`config.mk`:
```
export PLATFORM = sky130hd
export DESIGN_NAME = response_key_trigger_encoder_core
export DESIGN_NICKNAME = d
export VERILOG_FILES = /design/src/sv/rkte_pkg.sv /design/src/sv/rkte_cfg.sv /design/src/sv/rkte_tick.sv /design/src/sv/response_key_trigger_encoder_core.sv
export SDC_FILE = /design/constraint.sdc
export NUM_CORES = 1
export LEC_CHECK = 0
export ABC_AREA = 1
export BUFFER_PORTS_ARGS = -buffer_cell sky130_fd_sc_hd__buf_2
export CORE_UTILIZATION = 56
export CTS_BUF_LIST = sky130_fd_sc_hd__clkbuf_16
export CTS_CLUSTER_SIZE = 16
export DETAILED_ROUTE_END_ITERATION = 6
export PLACE_DENSITY = 0.8
export SYNTH_ARGS = -nofsm -noshare
export SYNTH_HDL_FRONTEND = slang
export SYNTH_SLANG_ARGS = --single-unit
```
`constraint.sdc`:
```
create_clock -name i_clk -period 3 [get_ports i_clk]
set_input_delay 0.3 -clock i_clk [delete_from_list [all_inputs] [get_ports i_clk]]
set_output_delay 0.3 -clock i_clk [all_outputs]
set_load 0.02 [all_outputs]
```
`src/sv/rkte_pkg.sv`:
```
// Shared types, widths and constants for the response key trigger encoder.
`timescale 1ns / 1ps

package rkte_pkg;

    // Register indexes on the configuration channel
    localparam logic CFG_REPRESS_TICKS = 1'b0;
    localparam logic CFG_TRIGGER_HOLD  = 1'b1;

    // Register reset values
    localparam logic [7:0] REPRESS_RESET = 8'd10;
    localparam logic [7:0] HOLD_RESET    = 8'd10;

    // Key layout: four response keys, then the trigger key
    localparam int RESP_KEYS = 4;
    localparam int TRIG_IDX  = 4;

    localparam int IN_TDATA_W  = 16;
    localparam int OUT_TDATA_W = 16;

    // One input item
    typedef struct packed {
        logic [3:0] sim_flags;
        logic       trigger_request;
        logic       sim_mode;
        logic       manual_mode;
        logic       session_on;
        logic [3:0] pin_levels;
    } t_in_item;

    // One result item
    typedef struct packed {
        logic [3:0] sim_clear_mask;
        logic       trigger_clear;
        logic       beep_start;
        logic       sync_beep_start;
        logic       report_strobe;
        logic [4:0] key_bitmap;
    } t_out_item;

    // Encoder state carried from tick to tick
    typedef struct packed {
        logic [4:0] key_down;
        logic [7:0] hold_count;
        logic [7:0] lockout_count;
    } t_state;

    // Configuration register values
    typedef struct packed {
        logic [7:0] repress_ticks;
        logic [7:0] trigger_hold_ticks;
    } t_cfg;

endpackage

```
`src/sv/rkte_cfg.sv`:
```
// Configuration register bank for the response key trigger encoder.
`timescale 1ns / 1ps

module rkte_cfg (
    input  logic              i_clk,
    input  logic              i_rst_n,
    input  logic              i_wr_en,
    input  logic              i_wr_addr,
    input  logic [7:0]        i_wr_data,
    output rkte_pkg::t_cfg    o_cfg
);

    logic [7:0] r_repress;
    logic [7:0] r_hold;

    // Write the addressed register
    always_ff @(posedge i_clk) begin
        if (!i_rst_n) begin
            r_repress <= rkte_pkg::REPRESS_RESET;
            r_hold    <= rkte_pkg::HOLD_RESET;
        end else if (i_wr_en) begin
            unique case (i_wr_addr)
                rkte_pkg::CFG_REPRESS_TICKS: r_repress <= i_wr_data;
                rkte_pkg::CFG_TRIGGER_HOLD:  r_hold    <= i_wr_data;
                default: ;
            endcase
        end
    end

    assign o_cfg.repress_ticks      = r_repress;
    assign o_cfg.trigger_hold_ticks = r_hold;

endmodule

```
`src/sv/rkte_tick.sv`:
```
// Per-tick key update: next encoder state and the result item.
`timescale 1ns / 1ps

module rkte_tick (
    input  rkte_pkg::t_in_item  i_item,
    input  rkte_pkg::t_state    i_state,
    input  rkte_pkg::t_cfg      i_cfg,
    output rkte_pkg::t_state    o_state,
    output rkte_pkg::t_out_item o_res
);

    logic       active;
    logic [7:0] lock_dec;
    logic [7:0] hold_inc;
    logic [3:0] src;
    logic [3:0] pressed;
    logic       trig_down;

    assign active    = i_item.session_on | i_item.manual_mode | i_item.sim_mode;
    assign lock_dec  = (i_state.lockout_count != 8'd0) ? i_state.lockout_count - 8'd1 : 8'd0;
    assign hold_inc  = i_state.hold_count + 8'd1;
    assign trig_down = i_state.key_down[rkte_pkg::TRIG_IDX];
    assign src       = i_item.session_on ? i_item.pin_levels : i_item.sim_flags;
    assign pressed   = src & ~i_state.key_down[3:0];

    always_comb begin
        o_state                 = i_state;
        o_state.lockout_count   = lock_dec;
        o_res                   = '0;

        if (!active) begin
            // Idle mode: release everything, keep the hold count
            o_state.key_down = 5'd0;
        end else if (i_item.trigger_request) begin
            if (!trig_down) begin
                // Press the trigger key
                o_state.key_down[rkte_pkg::TRIG_IDX] = 1'b1;
                o_res.sync_beep_start = i_item.session_on;
            end else if (hold_inc > i_cfg.trigger_hold_ticks) begin
                // Hold finished: ask software to drop its request
                o_res.trigger_clear = 1'b1;
                o_state.hold_count  = 8'd0;
            end else begin
                o_state.hold_count = hold_inc;
            end
        end else if (trig_down) begin
            // Release all keys and start the repress lockout
            o_state.key_down      = 5'd0;
            o_state.lockout_count = i_cfg.repress_ticks;
        end else if (lock_dec == 8'd0) begin
            // Response keys follow the selected source
            o_state.key_down[3:0] = src;
            if (i_item.session_on) begin
                o_res.sim_clear_mask = pressed;
                o_res.beep_start     = |pressed;
            end
        end

        o_res.key_bitmap    = o_state.key_down;
        o_res.report_strobe = (o_state.key_down != i_state.key_down);
    end

endmodule

```
`src/sv/response_key_trigger_encoder_core.sv`:
```
// Top level of the response key trigger encoder: handshakes, state and result register.
//
//  channel   | direction | handshake               | payload
//  ----------+-----------+-------------------------+-----------------------------------
//  s (ticks) | in        | i_s_tvalid / o_s_tready | i_s_tdata  (16b, one tick's inputs)
//  m (result)| out       | o_m_tvalid / i_m_tready | o_m_tdata  (16b, key result)
//  cfg       | in        | i_cfg_valid/o_cfg_ready | i_cfg_addr, i_cfg_data
//
//  Each tick is worked out combinationally: the state and the result register load
//  at the edge that accepts the item, and the result shows on the next cycle.
//  A new tick is taken every cycle while the result register is empty or drained.
//  Synchronous active-low reset releases all keys and zeroes both counters;
//  both configuration registers return to 10. A stalled output holds its item.
`timescale 1ns / 1ps

module response_key_trigger_encoder_core (
    input  logic        i_clk,
    input  logic        i_rst_n,
    // Tick input: [3:0] pin_levels, [4] session_on, [5] manual_mode,
    // [6] sim_mode, [7] trigger_request, [11:8] sim_flags, [15:12] zero
    input  logic        i_s_tvalid,
    output logic        o_s_tready,
    input  logic [rkte_pkg::IN_TDATA_W-1:0] i_s_tdata,
    // Result: [4:0] key_bitmap, [5] report_strobe, [6] sync_beep_start,
    // [7] beep_start, [8] trigger_clear, [12:9] sim_clear_mask, [15:13] zero
    output logic        o_m_tvalid,
    input  logic        i_m_tready,
    output logic [rkte_pkg::OUT_TDATA_W-1:0] o_m_tdata,
    // Configuration write
    input  logic        i_cfg_valid,
    output logic        o_cfg_ready,
    input  logic        i_cfg_addr,
    input  logic [7:0]  i_cfg_data
);

    rkte_pkg::t_cfg      cfg;
    rkte_pkg::t_in_item  item;
    rkte_pkg::t_state    r_state;
    rkte_pkg::t_state    n_state;
    rkte_pkg::t_out_item n_res;
    rkte_pkg::t_out_item r_res;
    logic                r_valid;
    logic                accept;

    assign o_cfg_ready = 1'b1;

    rkte_cfg u_cfg (
        .i_clk     (i_clk),
        .i_rst_n   (i_rst_n),
        .i_wr_en   (i_cfg_valid),
        .i_wr_addr (i_cfg_addr),
        .i_wr_data (i_cfg_data),
        .o_cfg     (cfg)
    );

    assign item = rkte_pkg::t_in_item'(i_s_tdata[$bits(rkte_pkg::t_in_item)-1:0]);

    rkte_tick u_tick (
        .i_item  (item),
        .i_state (r_state),
        .i_cfg   (cfg),
        .o_state (n_state),
        .o_res   (n_res)
    );

    // Take a tick when the result register is free or being drained
    assign o_s_tready = i_rst_n & (~r_valid | i_m_tready);
    assign accept     = i_s_tvalid & o_s_tready;

    // Advance the key state on each accepted item
    always_ff @(posedge i_clk) begin
        if (!i_rst_n) begin
            r_state <= '0;
        end else if (accept) begin
            r_state <= n_state;
        end
    end

    // Hold the result until it is taken
    always_ff @(posedge i_clk) begin
        if (!i_rst_n) begin
            r_valid <= 1'b0;
        end else if (accept) begin
            r_valid <= 1'b1;
        end else if (i_m_tready) begin
            r_valid <= 1'b0;
        end
    end

    always_ff @(posedge i_clk) begin
        if (accept) begin
            r_res <= n_res;
        end
    end

    assign o_m_tvalid = r_valid;
    assign o_m_tdata  = {{(rkte_pkg::OUT_TDATA_W - $bits(rkte_pkg::t_out_item)){1'b0}}, r_res};

endmodule

```
-- After elaboration in Yosys (flattened, before gate mapping)
Index checks and enable logic that the tools add are counted.
- bits in registers: 51
- bits of input ports: 30
- output and inout bits: 19
- word-level logic and storage cells: 53
- add/sub/neg operators: 2
- order comparisons: 1
- equal/unequal tests: 1
- multiplexer cells: 14
- bitwise gates (word level): 13
- reduce and logical (&&, ||, !) cells: 10
- operator list (kind ; number):
    8-bit 2-to-1 mux ; 5
    4-bit 2-to-1 mux ; 4
    8-bit by 1-bit adder with 8-bit output (second input constant) ; 1
    8-bit > comparator ; 1
    8-bit zero test ; 1
    8-bit nonzero test ; 1
    8-bit by 1-bit subtractor with 8-bit output (second input constant) ; 1
    1-bit NOT ; 6
    5-bit 2-to-1 mux ; 1
    5-bit inequality test ; 1
    5-bit OR reduction ; 1
    4-bit AND ; 1
    1-bit 2-to-1 mux ; 4
    4-bit NOT ; 1
    2-bit AND reduction ; 2
    4-bit AND reduction ; 1
    4-bit OR reduction ; 1
    1-bit bitwise OR ; 3
    3-bit AND reduction ; 1
    3-bit OR reduction ; 1
    1-bit AND ; 2
    2-bit nonzero test ; 1

-- Longest topological paths before layout
Gate-level depths: netlist of run 1.
- word-level depth: 8
- mapped depth: 17
- mapped depth without buffers: 17

-- Cells and area by module
Synthesis of run 1 repeated with hierarchy kept, for this count alone.
- cell total of the unflattened synthesis: 483
- area total of the unflattened synthesis: 3266.9 um2
- by module, submodules not included (module ; times used ; cells an instance ; area each (um2) ; sequential area each (um2)):
    response_key_trigger_encoder_core ; 1 ; 166 ; 1425.1 ; 830.8
    rkte_tick ; 1 ; 233 ; 1227.4 ; 0.0
    rkte_cfg ; 1 ; 84 ; 614.3 ; 320.3

-- Least setup slack after synthesis of run 1
OpenSTA, ideal clock, no wires.
- path kind: flip-flop to flip-flop
- start point: register r_state[8] in the netlist's numbering
- end point: register r_res, in the netlist o_m_tdata[8], data pin
- setup time: 0.273 ns
- arrival time: 1.836 ns
- data required time: 2.727 ns
- setup slack: 0.891 ns
- cell stages (with the launch flop): 10
- buffers on the path: 0
- period minus slack after synthesis: 2.109 ns
- cell sequence: dfxtp_1 nand3_1 nand3b_1 nand3b_1 xnor2_1 ha_1 a21oi_1 o221ai_1 o21ai_1 nor3_1
- word-level cells in the longest chain between the ends: 3
- ends and longest elaborated chain (element ; RTL line ; RTL):
    from (decl) ; response_key_trigger_encoder_core.sv:38 ; rkte_pkg::t_state r_state;
    from (signal assigned) ; response_key_trigger_encoder_core.sv:75 ; r_state <= n_state;
    8-bit by 1-bit adder with 8-bit output ; rkte_tick.sv:21 ; assign hold_inc = i_state.hold_count + 8'd1;
    8-bit > comparator ; rkte_tick.sv:39 ; end else if (hold_inc > i_cfg.trigger_hold_ticks) begin
    1-bit 2-to-1 mux ; rkte_tick.sv:39 ;
    to (signal assigned) ; response_key_trigger_encoder_core.sv:92 ; r_res <= n_res;
    to (decl) ; response_key_trigger_encoder_core.sv:41 ; rkte_pkg::t_out_item r_res;
No other way between the ends.
A chain may end at the register's enable or synchronous reset.

==> impl_metrics.py, run 1 <==
metrics = {
    "clocking": {
        "max-clock-path-buffers": 2,
        "cts.sinks": 51,
        "h-tree-depth": 2,
        "cts_buffers": 5,
        "clkTransAtPathRegs_ns": 0.07,
        "clk_latency_ns": 0.29,
        "cts_tree": "built",
        "cts_root_buf": "clkbuf_16",
        "cts.repair.resized": 0,
        "post_cts_buffers": 0,
        "hold_buffers": 0,
    },
    "floorplanning": {
        "std_cell_rows": 25,
        "die_area_mm2": 0.005206,
        "io_pins": 49,
        "die_w_um": 72.16,
        "initial_core_util_pct": 58.36,
        "dieHeight_um": 72.16,
        "core_mm2": 0.004723,
    },
    "placement": {
        "dp_hpwl_mm": 4.245,
        "pre_cts_ws_ns": 0.6209,
        "globalplace.congestion": 0.8714,
        "portBuffers": 40,
    },
    "setup_path": {
        "r2r_end": "o_m_tdata[5]",
        "r2r-start": "r_state[0]",
        "worstSetupStartpointType": "register",
        "worstSetupEndpoint": "o_m_tdata[5]",
        "reg2reg_slack_ns": 0.60,
        "crit_path_end_kind": "register",
        "critical_path.startpoint": "r_state[0]",
        "crit_arrival_ns": 2.45,
        "r2r_cells": 15,
        "crit_type": "register to register",
        "critPathMaxFanout": 6,
        "cp.required_ns": 3.04,
    },
    "routing": {
        "wire_per_inst_um": 12.33,
        "firstDrtPassIters": 6,
        "drc": 0,
        "drtIter0Drc": 145,
        "viasPerCell": 5.262,
        "drt-total-wl_mm": 5.797,
        "vias": 2473,
        "ant_nets": 0,
    },
    "sta": {
        "rsz0062_at_grt": "false",
        "maxSlewViolCount": 0,
        "clock.fmax_mhz": 416.5,
        "worst-slew-pin-transition_ns": 0.6255,
        "finClkSkew_ns": 0.008807,
        "setup_viol": 0,
        "setup_ws_ns": 0.5988,
        "period_share_pct": 80.04,
        "slew-limit-headroom_pct": 57.98,
        "layout_min_cycle_time_ns": 2.401,
        "tns_ns": 0,
        "hold_viol": 0,
    },
    "power": {
        "leakagePower_nw": 1.480,
        "max-vdd-ir-drop_mv": 0.5049,
        "power_density_mw_per_mm2": 841.5,
    },
    "final_layout": {
        "n_antenna_cell": 0,
        "syn2layout_area_growth_pct": 15.07,
        "drive_above_1_share_pct": 18.11,
        "nets": 443,
    },
    "global_route": {
        "grt-ovfl-total": 0,
        "grt_max_degree": 25,
        "grt_pass1_wl_mm": 9.811,
        "grt_usage_pct": 24.20,
        "antenna_found_initial": 0,
        "grt_pass1_vias": 2370,
    },
    "synthesis": {
        "synth_top_family_by_area": "simple AND/OR/NAND/NOR gates",
        "yosys.area_share.simple_pct": 26.69,
        "synth_area_per_cell_um2": 7.614,
        "synth_compound_area_share_pct": 15.21,
        "synthMuxAreaShare_pct": 0.3631,
        "ys_seq_area_share_pct": 41.76,
        "synth-xor-area-share_pct": 1.906,
        "synth_area_mm2": 0.002756,
        "synthCells": 362,
        "synth_cell_types": 37,
        "yosys_warnings": 0,
        "synthAdderAreaFrac_pct": 4.993,
        "ys_seq_elements": 51,
    },
    "run": {
        "drv_cap": 0,
    },
    "status": {
        "outcome": "completed",
    },
    "worst_hold_path": {
        "hold_path.class": "primary input to register",
    },
}
[power breakdown]
group / switching [mW] / internal, mW / total (mW) / leakage (nW)
logic: 0.793 / 0.383 / 1.18 / 0.960
registers: 0.0622 / 0.795 / 0.857 / 0.436
clock network: 0.247 / 0.390 / 0.637 / 0.0839
[final cells by class]
type / count / area, µm²
clock buffer: 5 / 125.1
clock inverter: 3 / 38.79
fill: 410 / 1551
inverter: 48 / 180.2
multi-input combinational: 253 / 1370
sequential: 51 / 1151
tap: 67 / 83.83
timing repair buffer: 43 / 222.7
[state kept, by name, summed over array words and instances, names as in the netlist]
name,count
o_m_tvalid,1
r_state,21
o_m_tdata,13
u_cfg.r_hold,8
u_cfg.r_repress,8
[cell usage in the layout, fill, tap and decap left out, types with 4 or more instances in the layout]
cell type  instances
a21oi_1           25
buf_2             40
clkbuf_16          5
conb_1             4
dfxtp_1           38
edfxtp_1          13
ha_1              11
inv_1             46
nand2_1           61
nand2_2            5
nand3_1           29
nand4_1            5
nor2_1            40
o21ai_0           27
o31ai_1            6
or2_2              4
xor2_1             4
[kinds of logic after synthesis]
| group | Yosys count |
|---|---|
| fa+ha+maj | 11 |
| mux | 1 |
| flops | 51 |
| buf+inv | 60 |
| simple gates | 158 |
| other cells | 2 |
| compound gates | 73 |
| xor+xnor | 6 |
[per-layer routing]
layer  wire [µm]  global-route usage, %  vias up
li1            -                      -     1276
met5           0                      0        -
met2        2854                  42.58       67
met1        2636                  28.34     1123
met3         238                  5.278        7
met4          68                  10.46        0
[synthesized netlist by cell type (all sizes together)]
cell	n	area share (%)
o21a	1	0.27
a41oi	1	0.32
o22ai	2	0.45
a21oi	27	5.2
dfxtp	38	28
o32ai	2	0.64
inv	48	6.5
nor3	5	1.5
o211ai	3	0.82
edfxtp	13	14
or2	4	0.91
nor2	44	6.9
o221ai	1	0.32
mux2i	1	0.36
clkbuf	6	0.82
xnor2	2	0.64
buf	6	1.5
nand3	31	6.0
conb	2	0.27
nand3b	3	0.82
o31ai	6	1.6
nand4	5	1.1
o21ai	30	5.6
xor2	4	1.3
ha	11	5.0
nand2	66	9.4
[critical path, cell delays in order, from the launching register on]
cell and delay [ns]:
dfxtp_1 0.32, inv_1 0.16, ha_1 0.27, nand2_1 0.10, nor2_1 0.10, nand2_1 0.08
o21ai_1 0.19, nand2_1 0.14, nor2_4 0.16, nand2_2 0.10, a21oi_2 0.15, nand2_1 0.10
nand2_1 0.06, nand2_1 0.05, nor2_1 0.11, nand2_1 0.07
[per-stage QoR]
stage	hold slack (ns)	total power, mW	std cells	cell area, µm²	utilization [%]
6_report	0.2248	2.669	470	3172	67.15
3_5_place_dp	0.4505	2.019	462	3008	63.68
4_1_cts	0.2287	2.675	470	3172	67.15
2_1_floorplan	0.4174	1.805	364	2764	-
5_1_grt	0.2546	2.865	470	3172	67.15
3_3_place_gp	0.4468	1.987	462	3008	63.68
[worst min-delay path by stage]
stage	startpoint	endpoint	depth (start not counted)
after CTS	i_s_tvalid	o_m_tvalid	3
after floorplan	i_s_tvalid	o_m_tvalid	2
after global placement	u_cfg.r_repress[1]	u_cfg.r_repress[1]	2
after detailed placement	u_cfg.r_repress[1]	u_cfg.r_repress[1]	2
final	i_s_tvalid	o_m_tvalid	3
after global routing	i_cfg_data[3]	u_cfg.r_repress[3]	3
Power figures use the tool's default switching activity.
==> run 2: changes to the inputs <==
==> constraint.sdc (replaced) <==
create_clock -name i_clk -period 2.3 [get_ports i_clk]
set_input_delay 0.23 -clock i_clk [delete_from_list [all_inputs] [get_ports i_clk]]
set_output_delay 0.23 -clock i_clk [all_outputs]
set_load 0.02 [all_outputs]
==> run 2 against run 1 <==
  * Critical path depth is 4 lower
  * Utilization is 3.9 points higher
  * Sequential power is 31% higher
  * Via count is 2.7% higher
  * Sequential share of layout area is 1.7 points lower
  * Clock skew is 0.0059 ns lower
  * Die area stayed put
  * Highest routed layer unchanged
==> impl_metrics.py, run 2 (synthesis results as in run 1) <==
metrics = {
    "status": {
        "outcome": "completed",
    },
    "routing": {
        "viasPerCell": 5.261,
        "wl_met3_um": 339,
        "top_layer_used": "met4",
        "firstDrtPassIters": 5,
        "drc": 0,
        "vias": 2541,
        "wire_per_inst_um": 12.72,
        "wl_met2_mm": 3.032,
        "ant_nets": 0,
        "drt-total-wl_mm": 6.146,
        "wl_met1_mm": 2.704,
        "drtIter0Drc": 177,
    },
    "clocking": {
        "max-clock-path-buffers": 2,
        "cts_root_buf": "clkbuf_16",
        "clk_latency_ns": 0.29,
        "h-tree-depth": 2,
        "cts_tree": "built",
        "cts.sinks": 51,
        "clkTransAtPathRegs_ns": 0.06,
        "cts_buffers": 5,
        "hold_buffers": 0,
    },
    "sta": {
        "maxSlewViolCount": 0,
        "tns_ns": 0,
        "layout_min_cycle_time_ns": 2.204,
        "worst-slew-pin-transition_ns": 0.6456,
        "setup_viol": 0,
        "setup_ws_ns": 0.09567,
        "clock.fmax_mhz": 453.7,
        "slew-limit-headroom_pct": 56.63,
        "hold_viol": 0,
        "period_share_pct": 95.84,
        "finClkSkew_ns": 0.002908,
        "rsz0062_at_grt": "true",
    },
    "worst_hold_path": {
        "hold_path.class": "primary input to register",
        "min_from": "i_s_tvalid",
    },
    "setup_path": {
        "critPathMaxFanout": 4,
        "worstSetupStartpointType": "register",
        "cp.required_ns": 2.52,
        "crit_path_end_kind": "register",
        "crit_arrival_ns": 2.42,
        "critical_path.startpoint": "r_state[8]",
        "crit_type": "register to register",
        "r2r-start": "r_state[8]",
    },
    "placement": {
        "dp.cells": 469,
        "dp_hpwl_mm": 4.295,
        "pre_cts_ws_ns": 0.06293,
        "globalplace.congestion": 0.8481,
        "portBuffers": 40,
    },
    "power": {
        "leakagePower_nw": 1.550,
        "power_mw": 3.572,
        "max-vdd-ir-drop_mv": 0.5467,
        "power_density_mw_per_mm2": 1064,
    },
    "run": {
        "drv_cap": 0,
    },
    "final_layout": {
        "drive_above_1_share_pct": 25.48,
        "regMostFlops": "r_state",
        "layout_common_cells": "nand2_1 (60), inv_1 (45), buf_2 (41), nor2_1 (40), dfxtp_1 (35)",
        "nets": 456,
        "largest_register_ffs": 21,
        "stdcell_count": 483,
        "n_antenna_cell": 0,
        "syn2layout_area_growth_pct": 21.83,
        "layout_commonest_cell": "nand2_1",
    },
    "floorplanning": {
        "io_pins": 49,
        "std_cell_rows": 25,
        "initial_core_util_pct": 58.36,
        "core_mm2": 0.004723,
        "die_area_mm2": 0.005206,
        "die_w_um": 72.16,
        "dieHeight_um": 72.16,
    },
    "global_route": {
        "grt-ovfl-total": 0,
        "grt_max_degree": 21,
        "grt_pass1_wl_mm": 9.784,
        "grt_pass1_vias": 2274,
        "grt_usage_pct": 23.95,
        "antenna_found_initial": 0,
    },
}
run 2: where the power goes:
group          switching, mW  internal [mW]
registers             0.0859           1.03
clock network          0.321          0.398
logic                   1.09          0.647
total                   1.49           2.08
run 2: per-stage QoR:
stage	util [%]	hold slack [ns]	cell area, µm²
after floorplan	-	0.3474	2764
after global placement	64.79	0.4472	3060
after detailed placement	64.79	0.4542	3060
after CTS	67.79	0.1662	3202
after global routing	71.10	0.1731	3358
final	71.10	0.1620	3358
run 2: repair_timing:
| action | CTS | global route |
|---|---|---|
| setup buffers | 0 | 5 |
| endpoints found under the setup margin | 0 | 11 |
| resized for setup | 0 | 28 |
run 2: routing by layer:
layer  track usage [%]  up-vias
li1                  -     1300
met1             30.16     1145
met2             41.64       88
met3             4.444        8
met4             7.407        0
met5                 0        -
run 2: path summary, 6_finish.rpt:
kind                                           end  slack, ns  depth (start not counted)
worst max-delay path                   r_state[11]        0.1                         11
worst min-delay path                    o_m_tvalid       0.16                          3
worst max register to register         r_state[11]        0.1                         11
worst min register to register  u_cfg.r_repress[1]       0.47                          2
run 2: critical path, cell delays in order (launching register included):
cell      delay, ns
dfxtp_4        0.38
nand3_2        0.08
nand3b_1       0.19
nand3b_1       0.21
xnor2_2        0.26
ha_4           0.25
a21oi_2        0.12
o221ai_1       0.11
o21ai_1        0.11
buf_2          0.18
nand3_1        0.09
a21oi_1        0.16
run 2: final cells by class:
type / count / area, µm²
clock buffer: 5 / 125.1
clock inverter: 3 / 16.27
fill: 362 / 1365
inverter: 48 / 180.2
multi-input combinational: 253 / 1473
sequential: 51 / 1162
tap: 67 / 83.83
timing repair buffer: 56 / 317.8
